==> src/rtl/sdoc_pkg.sv <==
// types and constants of the expedited sdo client
// used by the top level and by its checker; no dependencies
package sdoc_pkg;

  // can identifier bases
  localparam logic [10:0] REQ_BASE  = 11'h600;
  localparam logic [10:0] RSP_BASE  = 11'h580;
  localparam logic [10:0] EMCY_BASE = 11'h080;

  // configuration register reset values and the tick count limit
  localparam logic [15:0] TIMEOUT_RESET  = 16'd2000;
  localparam logic [2:0]  ATTEMPTS_RESET = 3'd5;
  localparam logic [15:0] TICK_MAX       = 16'hFFFF;

  // configuration port
  localparam int CFG_INDEX_W = 1;
  localparam int CFG_DATA_W  = 16;
  localparam logic [CFG_INDEX_W-1:0] REG_TIMEOUT  = 1'b0;
  localparam logic [CFG_INDEX_W-1:0] REG_ATTEMPTS = 1'b1;

  // input opcodes
  localparam logic [1:0] OP_START = 2'd0;
  localparam logic [1:0] OP_FRAME = 2'd1;
  localparam logic [1:0] OP_TICK  = 2'd2;

  // result kinds
  localparam logic [1:0] KIND_TX   = 2'd0;
  localparam logic [1:0] KIND_OK   = 2'd1;
  localparam logic [1:0] KIND_FAIL = 2'd2;
  localparam logic [1:0] KIND_EMCY = 2'd3;

  typedef struct packed {
    logic [1:0]  opcode;
    logic [6:0]  node_id;
    logic [7:0]  command_byte;
    logic [15:0] object_index;
    logic [7:0]  object_subindex;
    logic [31:0] write_value;
    logic [10:0] rx_identifier;
    logic [63:0] rx_payload;
  } item_t;

  typedef struct packed {
    logic [1:0]  result_kind;
    logic [10:0] frame_identifier;
    logic [63:0] frame_payload;
    logic [31:0] response_value;
    logic [15:0] emergency_code;
    logic        last_of_run;
  } result_t;

endpackage

==> src/rtl/sdo_expedited_client.sv <==
// expedited sdo client engine, top level
// depends on sdoc_pkg for the beat structs and constants
//
// usage
//   item channel (item_valid / item_ready / item): one beat per start request,
//   received can frame or millisecond tick. the transaction state updates at
//   the taking edge, so a new beat can be taken each cycle item_ready is high.
//   result channel (result_valid / result_ready / result): transmit, success,
//   failure and emergency report beats in order; last_of_run marks the final
//   beat caused by one item. an item makes zero, one or two result beats.
//   a result beat enters the output queue at the edge its item is taken.
//   throughput: one item per cycle while results drain and item_ready is high;
//   an emergency that exhausts the attempts gives two beats.
//   results go through a four-entry output queue; item_ready drops while fewer
//   than two entries are free, so a stalled receiver backs up into the sender
//   without losing or repeating beats.
//   configuration (cfg_we / cfg_index / cfg_data) writes the response timeout
//   (index 0) and the attempt limit (index 1); write only while idle.
//   reset (rst, synchronous): engine idle, queue empty, timeout 2000 ticks,
//   attempt limit 5.
module sdo_expedited_client
  import sdoc_pkg::*;
(
  input  logic                   clk,
  input  logic                   rst,
  input  logic                   cfg_we,
  input  logic [CFG_INDEX_W-1:0] cfg_index,
  input  logic [CFG_DATA_W-1:0]  cfg_data,
  input  logic                   item_valid,
  output logic                   item_ready,
  input  item_t                  item,
  output logic                   result_valid,
  input  logic                   result_ready,
  output result_t                result
);

  // configuration registers
  logic [15:0] response_timeout;
  logic [2:0]  max_attempts;

  // transaction state
  logic        busy, busy_next;
  logic [6:0]  pending_node, pending_node_next;
  logic [15:0] pending_index, pending_index_next;
  logic [2:0]  attempts_used, attempts_used_next;
  logic [15:0] tick_count, tick_count_next;
  logic [63:0] last_response, last_response_next;

  // output queue
  result_t     queue [4];
  logic [1:0]  rd_ptr, wr_ptr;
  logic [2:0]  count, count_next;

  // results produced by the current beat
  result_t     res0, res1;
  logic [1:0]  n_res;

  logic        accept, pop;
  logic [2:0]  att_inc;
  logic        exhausted;
  logic [63:0] fail_src, fail_pay;
  logic [15:0] tick_sat;
  logic [10:0] rsp_id, emcy_id;
  result_t     fail_res;

  assign accept       = item_valid && item_ready;
  assign pop          = result_valid && result_ready;
  assign item_ready   = (count <= 3'd2);
  assign result_valid = (count != 3'd0);
  assign result       = queue[rd_ptr];

  assign rsp_id   = RSP_BASE + {4'd0, pending_node};
  assign emcy_id  = EMCY_BASE + {4'd0, pending_node};
  assign att_inc  = attempts_used + 3'd1;
  // a zero limit behaves like one: the first used attempt already fails
  assign exhausted = (att_inc >= max_attempts);
  assign tick_sat  = (tick_count == TICK_MAX) ? tick_count : tick_count + 16'd1;

  // a freshly arrived response frame is the failure payload, low byte cleared
  assign fail_src = (item.opcode == OP_FRAME && item.rx_identifier == rsp_id) ?
                    item.rx_payload : last_response;
  assign fail_pay = {fail_src[63:8], 8'h00};

  always_comb begin
    fail_res                  = '0;
    fail_res.result_kind      = KIND_FAIL;
    fail_res.frame_payload    = fail_pay;
    fail_res.response_value   = fail_pay[63:32];
    fail_res.last_of_run      = 1'b1;
  end

  // next state and results of the beat on the item port
  always_comb begin
    busy_next          = busy;
    pending_node_next  = pending_node;
    pending_index_next = pending_index;
    attempts_used_next = attempts_used;
    tick_count_next    = tick_count;
    last_response_next = last_response;
    res0               = '0;
    res1               = '0;
    n_res              = 2'd0;

    unique case (item.opcode)
      OP_START: begin
        // starts while busy are dropped
        if (!busy) begin
          busy_next              = 1'b1;
          pending_node_next      = item.node_id;
          pending_index_next     = item.object_index;
          attempts_used_next     = 3'd0;
          tick_count_next        = 16'd0;
          last_response_next     = 64'd0;
          res0.result_kind       = KIND_TX;
          res0.frame_identifier  = REQ_BASE + {4'd0, item.node_id};
          res0.frame_payload     = {item.write_value, item.object_subindex,
                                    item.object_index, item.command_byte};
          res0.last_of_run       = 1'b1;
          n_res                  = 2'd1;
        end
      end
      OP_FRAME: begin
        if (busy) begin
          priority if (item.rx_identifier == rsp_id) begin
            last_response_next = item.rx_payload;
            if (item.rx_payload[23:8] == pending_index) begin
              // matching response completes the transaction
              busy_next           = 1'b0;
              tick_count_next     = 16'd0;
              res0.result_kind    = KIND_OK;
              res0.frame_payload  = item.rx_payload;
              res0.response_value = item.rx_payload[63:32];
              res0.last_of_run    = 1'b1;
              n_res               = 2'd1;
            end else begin
              // wrong index costs an attempt
              attempts_used_next = att_inc;
              tick_count_next    = 16'd0;
              if (exhausted) begin
                busy_next = 1'b0;
                res0      = fail_res;
                n_res     = 2'd1;
              end
            end
          end else if (item.rx_identifier == emcy_id) begin
            // emergency is reported, then may also end the transaction
            res0.result_kind    = KIND_EMCY;
            res0.emergency_code = item.rx_payload[15:0];
            res0.last_of_run    = !exhausted;
            attempts_used_next  = att_inc;
            tick_count_next     = 16'd0;
            n_res               = 2'd1;
            if (exhausted) begin
              busy_next = 1'b0;
              res1      = fail_res;
              n_res     = 2'd2;
            end
          end else begin
            // frames from other nodes are ignored
          end
        end
      end
      OP_TICK: begin
        if (busy) begin
          tick_count_next = tick_sat;
          if (tick_sat >= response_timeout) begin
            attempts_used_next = att_inc;
            tick_count_next    = 16'd0;
            if (exhausted) begin
              busy_next = 1'b0;
              res0      = fail_res;
              n_res     = 2'd1;
            end
          end
        end
      end
      default: begin
        // unused opcode, nothing happens
      end
    endcase
  end

  assign count_next = count + (accept ? {1'b0, n_res} : 3'd0) - {2'd0, pop};

  // control state, configuration and queue pointers
  always_ff @(posedge clk) begin
    if (rst) begin
      response_timeout <= TIMEOUT_RESET;
      max_attempts     <= ATTEMPTS_RESET;
      busy             <= 1'b0;
      pending_node     <= '0;
      pending_index    <= '0;
      attempts_used    <= '0;
      tick_count       <= '0;
      last_response    <= '0;
      rd_ptr           <= '0;
      wr_ptr           <= '0;
      count            <= '0;
    end else begin
      if (cfg_we) begin
        unique case (cfg_index)
          REG_TIMEOUT:  response_timeout <= cfg_data;
          REG_ATTEMPTS: max_attempts     <= cfg_data[2:0];
          default: ;
        endcase
      end
      if (accept) begin
        busy          <= busy_next;
        pending_node  <= pending_node_next;
        pending_index <= pending_index_next;
        attempts_used <= attempts_used_next;
        tick_count    <= tick_count_next;
        last_response <= last_response_next;
        wr_ptr        <= wr_ptr + n_res;
      end
      if (pop) begin
        rd_ptr <= rd_ptr + 2'd1;
      end
      count <= count_next;
    end
  end

  // queue storage, no reset needed
  always_ff @(posedge clk) begin
    if (accept && n_res != 2'd0) begin
      queue[wr_ptr] <= res0;
    end
    if (accept && n_res == 2'd2) begin
      queue[wr_ptr + 2'd1] <= res1;
    end
  end

endmodule

==> config.mk <==
export PLATFORM = sky130hd
export DESIGN_NAME = sdo_expedited_client
export DESIGN_NICKNAME = d
export VERILOG_FILES = /design/src/rtl/sdoc_pkg.sv /design/src/rtl/sdo_expedited_client.sv
export SDC_FILE = /design/constraint.sdc
export NUM_CORES = 1
export LEC_CHECK = 0
export ABC_AREA = 1
export BUFFER_PORTS_ARGS = -buffer_cell sky130_fd_sc_hd__buf_2
export CELL_PAD_IN_SITES_DETAIL_PLACEMENT = 0
export CELL_PAD_IN_SITES_GLOBAL_PLACEMENT = 1
export CORE_MARGIN = 3
export CORE_UTILIZATION = 40
export CTS_CLUSTER_DIAMETER = 200
export DETAILED_ROUTE_END_ITERATION = 6
export GPL_ROUTABILITY_DRIVEN = 0
export PLACE_DENSITY = 0.74
export SLEW_MARGIN = 20
export SYNTH_ARGS = -nofsm -noshare
export SYNTH_HDL_FRONTEND = slang
export SYNTH_SLANG_ARGS = --single-unit
==> constraint.sdc <==
create_clock -name clk -period 5.4 [get_ports clk]
set_clock_uncertainty 0.05 [all_clocks]
set_input_delay 0.27 -clock clk [delete_from_list [all_inputs] [get_ports clk]]
set_output_delay 0.27 -clock clk [all_outputs]
set_load 0.02 [all_outputs]
==> results_dict.tcl, run 1 <==
set metrics [dict create \
    synth_common_cells "nand2_1, nand3_1, o21ai_0, edfxtp_1, nor2_1" \
    utilization 0.477 \
    start_util 0.407 \
    cts-root-buf "clkbuf_16" \
    hold_class "input pin to register" \
    cts_setup_buffers 0 \
    synth_area_um2 31800 \
    yosysMostFrequentCell "nand2_1" \
    status "finished clean" \
    drt_iter0_drc 2723 \
    wirelength_mm 121 \
    cts_buffers 73 \
    multiInputGateArea_um2 13900 \
    cts_tree "built" \
    path_cells "ha_1 > nand2_1 > nor2_1 > inv_1 > nor2_1 > nand2_1 > nor3b_1 > and2_1 > nand3_1 > a21oi_1 > ha_1 > a21oi_1 > o21ai_0 > a21oi_1 > nand2_1 > nand3_1 > nand3_2 > nand2_2 > nand2_4 > nand2_4 > buf_12 > o21ai_0" \
    ys_warn_count 0 \
    synth_xor_area_frac 0.00303 \
    grt_max_degree 209 \
    r2r-end "queue[2][89]$_DFFE_PP_" \
    cp-start-kind "register" \
    drt-pass1-iter-count 6 \
    synth_edf_count 360 \
    tightest_slew_ns 1.15 \
    die_h_um 288 \
    nets 4386 \
    grt_overflow 0 \
    finalSetupViolations 0 \
    syn_to_final_growth_pct 17.3 \
    crit_type "register to register" \
    fp.dieW_um 288 \
    drc_errors 0 \
    ios 298 \
    cts.htree.levels 3 \
    antenna_found_initial 7 \
    cp-end-kind "register" \
    rrSetupSlack_ns 0.43 \
    path_clk_slew_ns 0.06 \
    ys.flop_type "edfxtp_1" \
    r2r_start "tick_count[0]$_SDFFE_PP0P_" \
    synth_async_sr_flop_share 0 \
    grtUsageTotal 0.284 \
    cp_slowest_cell "buf_12" \
    rsz0062_at_grt "no" \
    placed_cell_area_um2 33900 \
    min_from "item[0]" \
    synth_compound_area_frac 0.160 \
    die_area_um2 82800 \
    cts_buffer_depth 3 \
    seq_area_frac_synth 0.504 \
    cts.sinks 619 \
    min_path_cells 4 \
    maxCapViolCount 0 \
    maxSlewViolCount 0 \
    path_delay_family "simple AND/OR/NAND/NOR gates" \
    fin_area_um2 37300 \
    worstSkewPairLatency_ns 0.62 \
    synth-simple-area-share 0.258 \
    seqCellArea_um2 16000 \
    holdPathEnd "queue[2][1]$_SDFFE_PP0P_" \
    leakagePower_nw 14.5 \
    critical_path.max_stage_delay_ns 0.58 \
    rows 102 \
    finalCritPeriodShare 0.921 \
    arrival_ns 5.24 \
    coreArea_um2 78100 \
    via_count 30700 \
    yosys.area_share.adder 0.0121 \
    critical_path_required_ns 5.66 \
    grt_pass1_vias 29400 \
    hpwl_mm 66.6 \
    synth_cells 3989 \
    port_buffers 295 \
    ys_types 40 \
    hold_viol 0 \
    relSlewSlack 0.231 \
    fin_hold_ws_ns 0.0799 \
    synth_top_family_by_area "simple AND/OR/NAND/NOR gates" \
    synth_area_leader_cell "edfxtp_1" \
    grt_pass1_wl_mm 181 \
    vias_per_cell 5.80 \
    ys_seq_elements 619 \
    irDropWorstVdd_mv 0.362 \
    r2r_cells 22 \
    totalPowerFinal_mw 13.5 \
    pwr_density_cell_nw_per_um2 361 \
    ys_top_cells_by_area "edfxtp_1, dfxtp_1, nand3_1" \
    crit_path_max_fanout 123 \
    yosys.area.top_type_share 0.340 \
    synthMuxAreaShare 0 \
    crit_buf_inv 2 \
    layout-drive-gt1-share 0.125 \
    wl_per_cell_um 22.9 \
    period_minus_slack_ns 4.97 \
    final.setup.tns_ns 0 \
    fill_cells 7766 \
    avgSynthCellArea_um2 7.96 \
    clock.fmax_mhz 201 \
    final_antenna_net_count 0 \
]
[cells by family (layout without fill, tap and decap cells)]
group                    after synthesis  after routing
AND/OR/NAND/NOR                     1869           1869
AO/OA/AOI/OAI                        972            972
other                                  1              3
buffers and inverters                487            740
XOR/XNOR                              11             11
adder cells (fa/ha/maj)               30             30
flip-flops                           619            619
[placed cells by master, fill, tap and decap left out, types with 7 or more instances in the layout]
| master | instances |
|---|---|
| inv_1 | 121 |
| nand3b_1 | 8 |
| clkinv_1 | 11 |
| clkbuf_1 | 16 |
| buf_12 | 16 |
| nand2_4 | 9 |
| nor2_4 | 7 |
| dfxtp_1 | 257 |
| nor3_1 | 19 |
| dlygate4sd3_1 | 99 |
| o21ai_1 | 174 |
| buf_4 | 43 |
| o211ai_1 | 7 |
| xor2_1 | 10 |
| nor3b_1 | 10 |
| o21ai_0 | 508 |
| edfxtp_1 | 360 |
| nand2_1 | 719 |
| ha_1 | 27 |
| clkbuf_16 | 78 |
| nor2_1 | 350 |
| inv_2 | 26 |
| clkinv_2 | 20 |
| buf_2 | 294 |
| o22ai_1 | 123 |
| nand3_1 | 663 |
| a21oi_1 | 138 |
| nand2_2 | 8 |
| a22oi_1 | 13 |
| nand4_1 | 63 |
[where the power goes]
group	switching, mW	internal (mW)
Sequential	0.124	5.09
Combinational	2.46	0.881
Clock	2.05	2.86
[layout make-up]
cell class	instances	share of cell area
Sequential cell	619	0.430
Multi-Input combinational cell	2884	0.373
Timing Repair Buffer	452	0.0834
Clock buffer	100	0.0562
Tap cell	1040	0.0349
Inverter	156	0.0161
Clock inverter	32	0.00668
Antenna cell	1	0.0000672
[per-layer routing]
| layer | vias up | GRT usage | part of all wire |
|---|---|---|---|
| li1 | 14400 | - | - |
| met1 | 14700 | 0.376 | 0.42 |
| met2 | 1306 | 0.473 | 0.47 |
| met3 | 263 | 0.0448 | 0.082 |
| met4 | 4 | 0.0998 | 0.031 |
| met5 | - | 0 | 0.00026 |
[registers in the layout (all words and copies together), names as in the netlist, named ones only]
name              count
pending_index        16
wr_ptr                2
pending_node          7
last_response        56
queue               492
max_attempts          3
count                 3
response_timeout     16
tick_count           16
rd_ptr                2
busy                  1
attempts_used         3
[worst reg2reg max path, cell delays in order (launching register included)]
cell and delay [ns]:
dfxtp_1 0.39, ha_1 0.20, nand2_1 0.08, nor2_1 0.14, inv_1 0.07, nor2_1 0.11, nand2_1 0.09, nor3b_1 0.40
and2_1 0.22, nand3_1 0.07, a21oi_1 0.23, ha_1 0.29, a21oi_1 0.14, o21ai_0 0.10, a21oi_1 0.12, nand2_1 0.14
nand3_1 0.18, nand3_2 0.16, nand2_2 0.13, nand2_4 0.27, nand2_4 0.20, buf_12 0.58, o21ai_0 0.33
[per-stage QoR]
stage          instances  setup WS [ns]
2_1_floorplan       3990          0.706
3_3_place_gp        5052          0.710
3_5_place_dp        5052          0.571
4_1_cts             5283          0.527
5_1_grt             5283          0.144
6_report            5284          0.425
[what timing repair did]
action | 4_1_cts | 5_1_grt
hold buffers | 99 | 0
endpoints found under the hold margin | 98 | 0
resized for setup | 0 | 0
[worst max path at each step]
stage | from | endpoint | slack, ns | cells past startpoint
floorplan | tick_count[0]$_SDFFE_PP0P_ | queue[2][0]$_DFFE_PP_ | 0.71 | 23
global placement | tick_count[0]$_SDFFE_PP0P_ | queue[3][109]$_DFFE_PP_ | 0.71 | 22
detailed placement | tick_count[0]$_SDFFE_PP0P_ | queue[0][88]$_DFFE_PP_ | 0.57 | 22
CTS | tick_count[0]$_SDFFE_PP0P_ | queue[2][89]$_DFFE_PP_ | 0.53 | 22
global route | tick_count[0]$_SDFFE_PP0P_ | queue[3][110]$_DFFE_PP_ | 0.14 | 22
finish | tick_count[0]$_SDFFE_PP0P_ | queue[2][89]$_DFFE_PP_ | 0.43 | 22
No activity file was read; power rests on OpenSTA's default activity.
==> inputs of run 2 (changes only) <==
==> constraint.sdc (replaced) <==
create_clock -name clk -period 4.3 [get_ports clk]
set_clock_uncertainty 0.05 [all_clocks]
set_input_delay 0.215 -clock clk [delete_from_list [all_inputs] [get_ports clk]]
set_output_delay 0.215 -clock clk [all_outputs]
set_load 0.02 [all_outputs]
==> results_dict.tcl, run 2 (same netlist as run 1, synthesis figures left out) <==
set metrics [dict create \
    ios 298 \
    path_clk_slew_ns 0.06 \
    period_minus_slack_ns 4.00 \
    grt_pass1_wl_mm 178 \
    pwr_density_cell_nw_per_um2 454 \
    r2r_start "tick_count[1]$_SDFFE_PP0P_" \
    cts_buffer_depth 3 \
    wirelength_mm 119 \
    drt_iter0_drc 2428 \
    clock.fmax_mhz 250 \
    largest_reg_flops 492 \
    utilization 0.489 \
    hold_viol 0 \
    grt_use_met1 0.368 \
    layout-drive-gt1-share 0.139 \
    placed_cell_area_um2 34400 \
    worstSkewPairLatency_ns 0.61 \
    fill_cells 7737 \
    cts.htree.levels 3 \
    met3_usage 0.0470 \
    status "finished clean" \
    antenna_found_initial 5 \
    crit_path_max_fanout 24 \
    rrSetupSlack_ns 0.30 \
    cp-start-kind "register" \
    crit_type "register to register" \
    nets 4435 \
    coreArea_um2 78100 \
    finalCritPeriodShare 0.931 \
    fp.dieW_um 288 \
    r2r_cells 24 \
    critical_path_required_ns 4.54 \
    cts_tree "built" \
    rows 102 \
    leakagePower_nw 14.9 \
    wl_per_cell_um 22.4 \
    grt_pass1_vias 29200 \
    final.setup.tns_ns 0 \
    tightest_slew_ns 1.07 \
    cp-end-kind "register" \
    grtUsageTotal 0.280 \
    min_from "rst" \
    port_buffers 295 \
    irDropWorstVdd_mv 0.344 \
    start_util 0.407 \
    cts.sinks 619 \
    holdPathEnd "last_response[58]$_SDFFE_PP0P_" \
    totalPowerFinal_mw 17.3 \
    hpwl_mm 70.5 \
    relSlewSlack 0.286 \
    grt_util_met2 0.464 \
    drt-pass1-iter-count 5 \
    via_count 30600 \
    crit_start "tick_count[1]$_SDFFE_PP0P_" \
    maxCapViolCount 0 \
    cts_buffers 73 \
    r2r-end "queue[0][62]$_DFFE_PP_" \
    arrival_ns 4.24 \
    fin_area_um2 38200 \
    grt_max_degree 133 \
    hold_class "input pin to register" \
    vias_per_cell 5.74 \
    grt_overflow 0 \
    grt.busiest_layer "met2" \
    syn_to_final_growth_pct 20.3 \
    drc_errors 0 \
    layout_common_cells "nand2_1, nand3_1, o21ai_0" \
    layout_commonest_cell "nand2_1" \
    final_antenna_net_count 0 \
    die_h_um 288 \
    top_regs "queue: 492 flops, last_response: 56 flops" \
    regMostFlops "queue" \
    cts-root-buf "clkbuf_16" \
    finalSetupViolations 0 \
    maxSlewViolCount 0 \
    min_path_cells 2 \
    die_area_um2 82800 \
]
## run 2: cell types whose count changed in the layout (fill, tap and decap cells not counted), sizes merged, moves of 4 or more
cell,before,now
dlygate4sd3,99,103
inv,151,155
clkbuf,100,105
bufinv,3,10
buf,353,396
clkinv,33,22
## run 2: worst max-delay path by stage
| stage | end | slack (ns) | cells past startpoint |
|---|---|---|---|
| 6_report | queue[0][62]$_DFFE_PP_ | 0.30 | 24 |
| 4_1_cts | queue[3][20]$_DFFE_PP_ | 0.07 | 24 |
| 2_1_floorplan | queue[1][0]$_DFFE_PP_ | 0.07 | 22 |
| 3_3_place_gp | count[2]$_SDFF_PP0_ | 0.17 | 27 |
| 5_1_grt | queue[3][54]$_SDFFE_PP0N_ | -0.003 | 24 |
| 3_5_place_dp | count[2]$_SDFF_PP0_ | 0.11 | 27 |
## run 2: area by class of cell
class	count	area, um^2	area share
flip-flops and latches	619	16000	0.419
multi-input cells	2884	14000	0.366
repair buffers	501	3770	0.0986
clock buffers	103	2140	0.0561
well taps	1040	1300	0.0341
inverters	156	598	0.0157
clock inverters	31	408	0.0107
diodes	1	2.50	0.0000655
## run 2: report_power, final
part	switching [mW]	internal [mW]
combinational	3.05	1.14
clock	2.52	4.07
sequential	0.160	6.39
total	5.73	11.6
## run 2: worst max-delay path, cell delays in order (launching register included)
cell and delay (ns):
dfxtp_2 0.35, ha_4 0.14, nand2_2 0.07, nor2_4 0.12, inv_1 0.06, nor2_2 0.13, nand2_2 0.07, nor3b_2 0.15
buf_4 0.14, and2_4 0.14, nand3_2 0.06, a21oi_2 0.17, ha_1 0.28, a21oi_2 0.13, o21ai_0 0.09, a21oi_1 0.15
nand2_2 0.11, nand3_2 0.11, nand3_2 0.09, buf_4 0.16, nor2_4 0.19, buf_12 0.14, nand2_2 0.06, nand2_4 0.24
buf_12 0.25
## run 2: metal layers
metal | wire length (um) | vias to the layer above
met3 | 9350 | 270
met2 | 56000 | 1281
met1 | 49700 | 14600
met5 | 51 | -
li1 | - | 14500
met4 | 4140 | 8
## run 2: per-stage QoR
step           instances  hold slack (ns)  worst slack, ns
2_1_floorplan       3990            0.278           0.0701
3_3_place_gp        5092            0.382            0.174
3_5_place_dp        5092            0.389            0.114
4_1_cts             5329          0.00125           0.0700
5_1_grt             5335           0.0189         -0.00288
6_report            5335           0.0231            0.299
## run 2: what timing repair did
item / CTS / global route
hold buffers: 103 / 0
gates resized for setup: 0 / 23
setup endpoints to repair: 0 / 856
endpoints found under the hold margin: 102 / 0
buffers inserted: 0 / 3
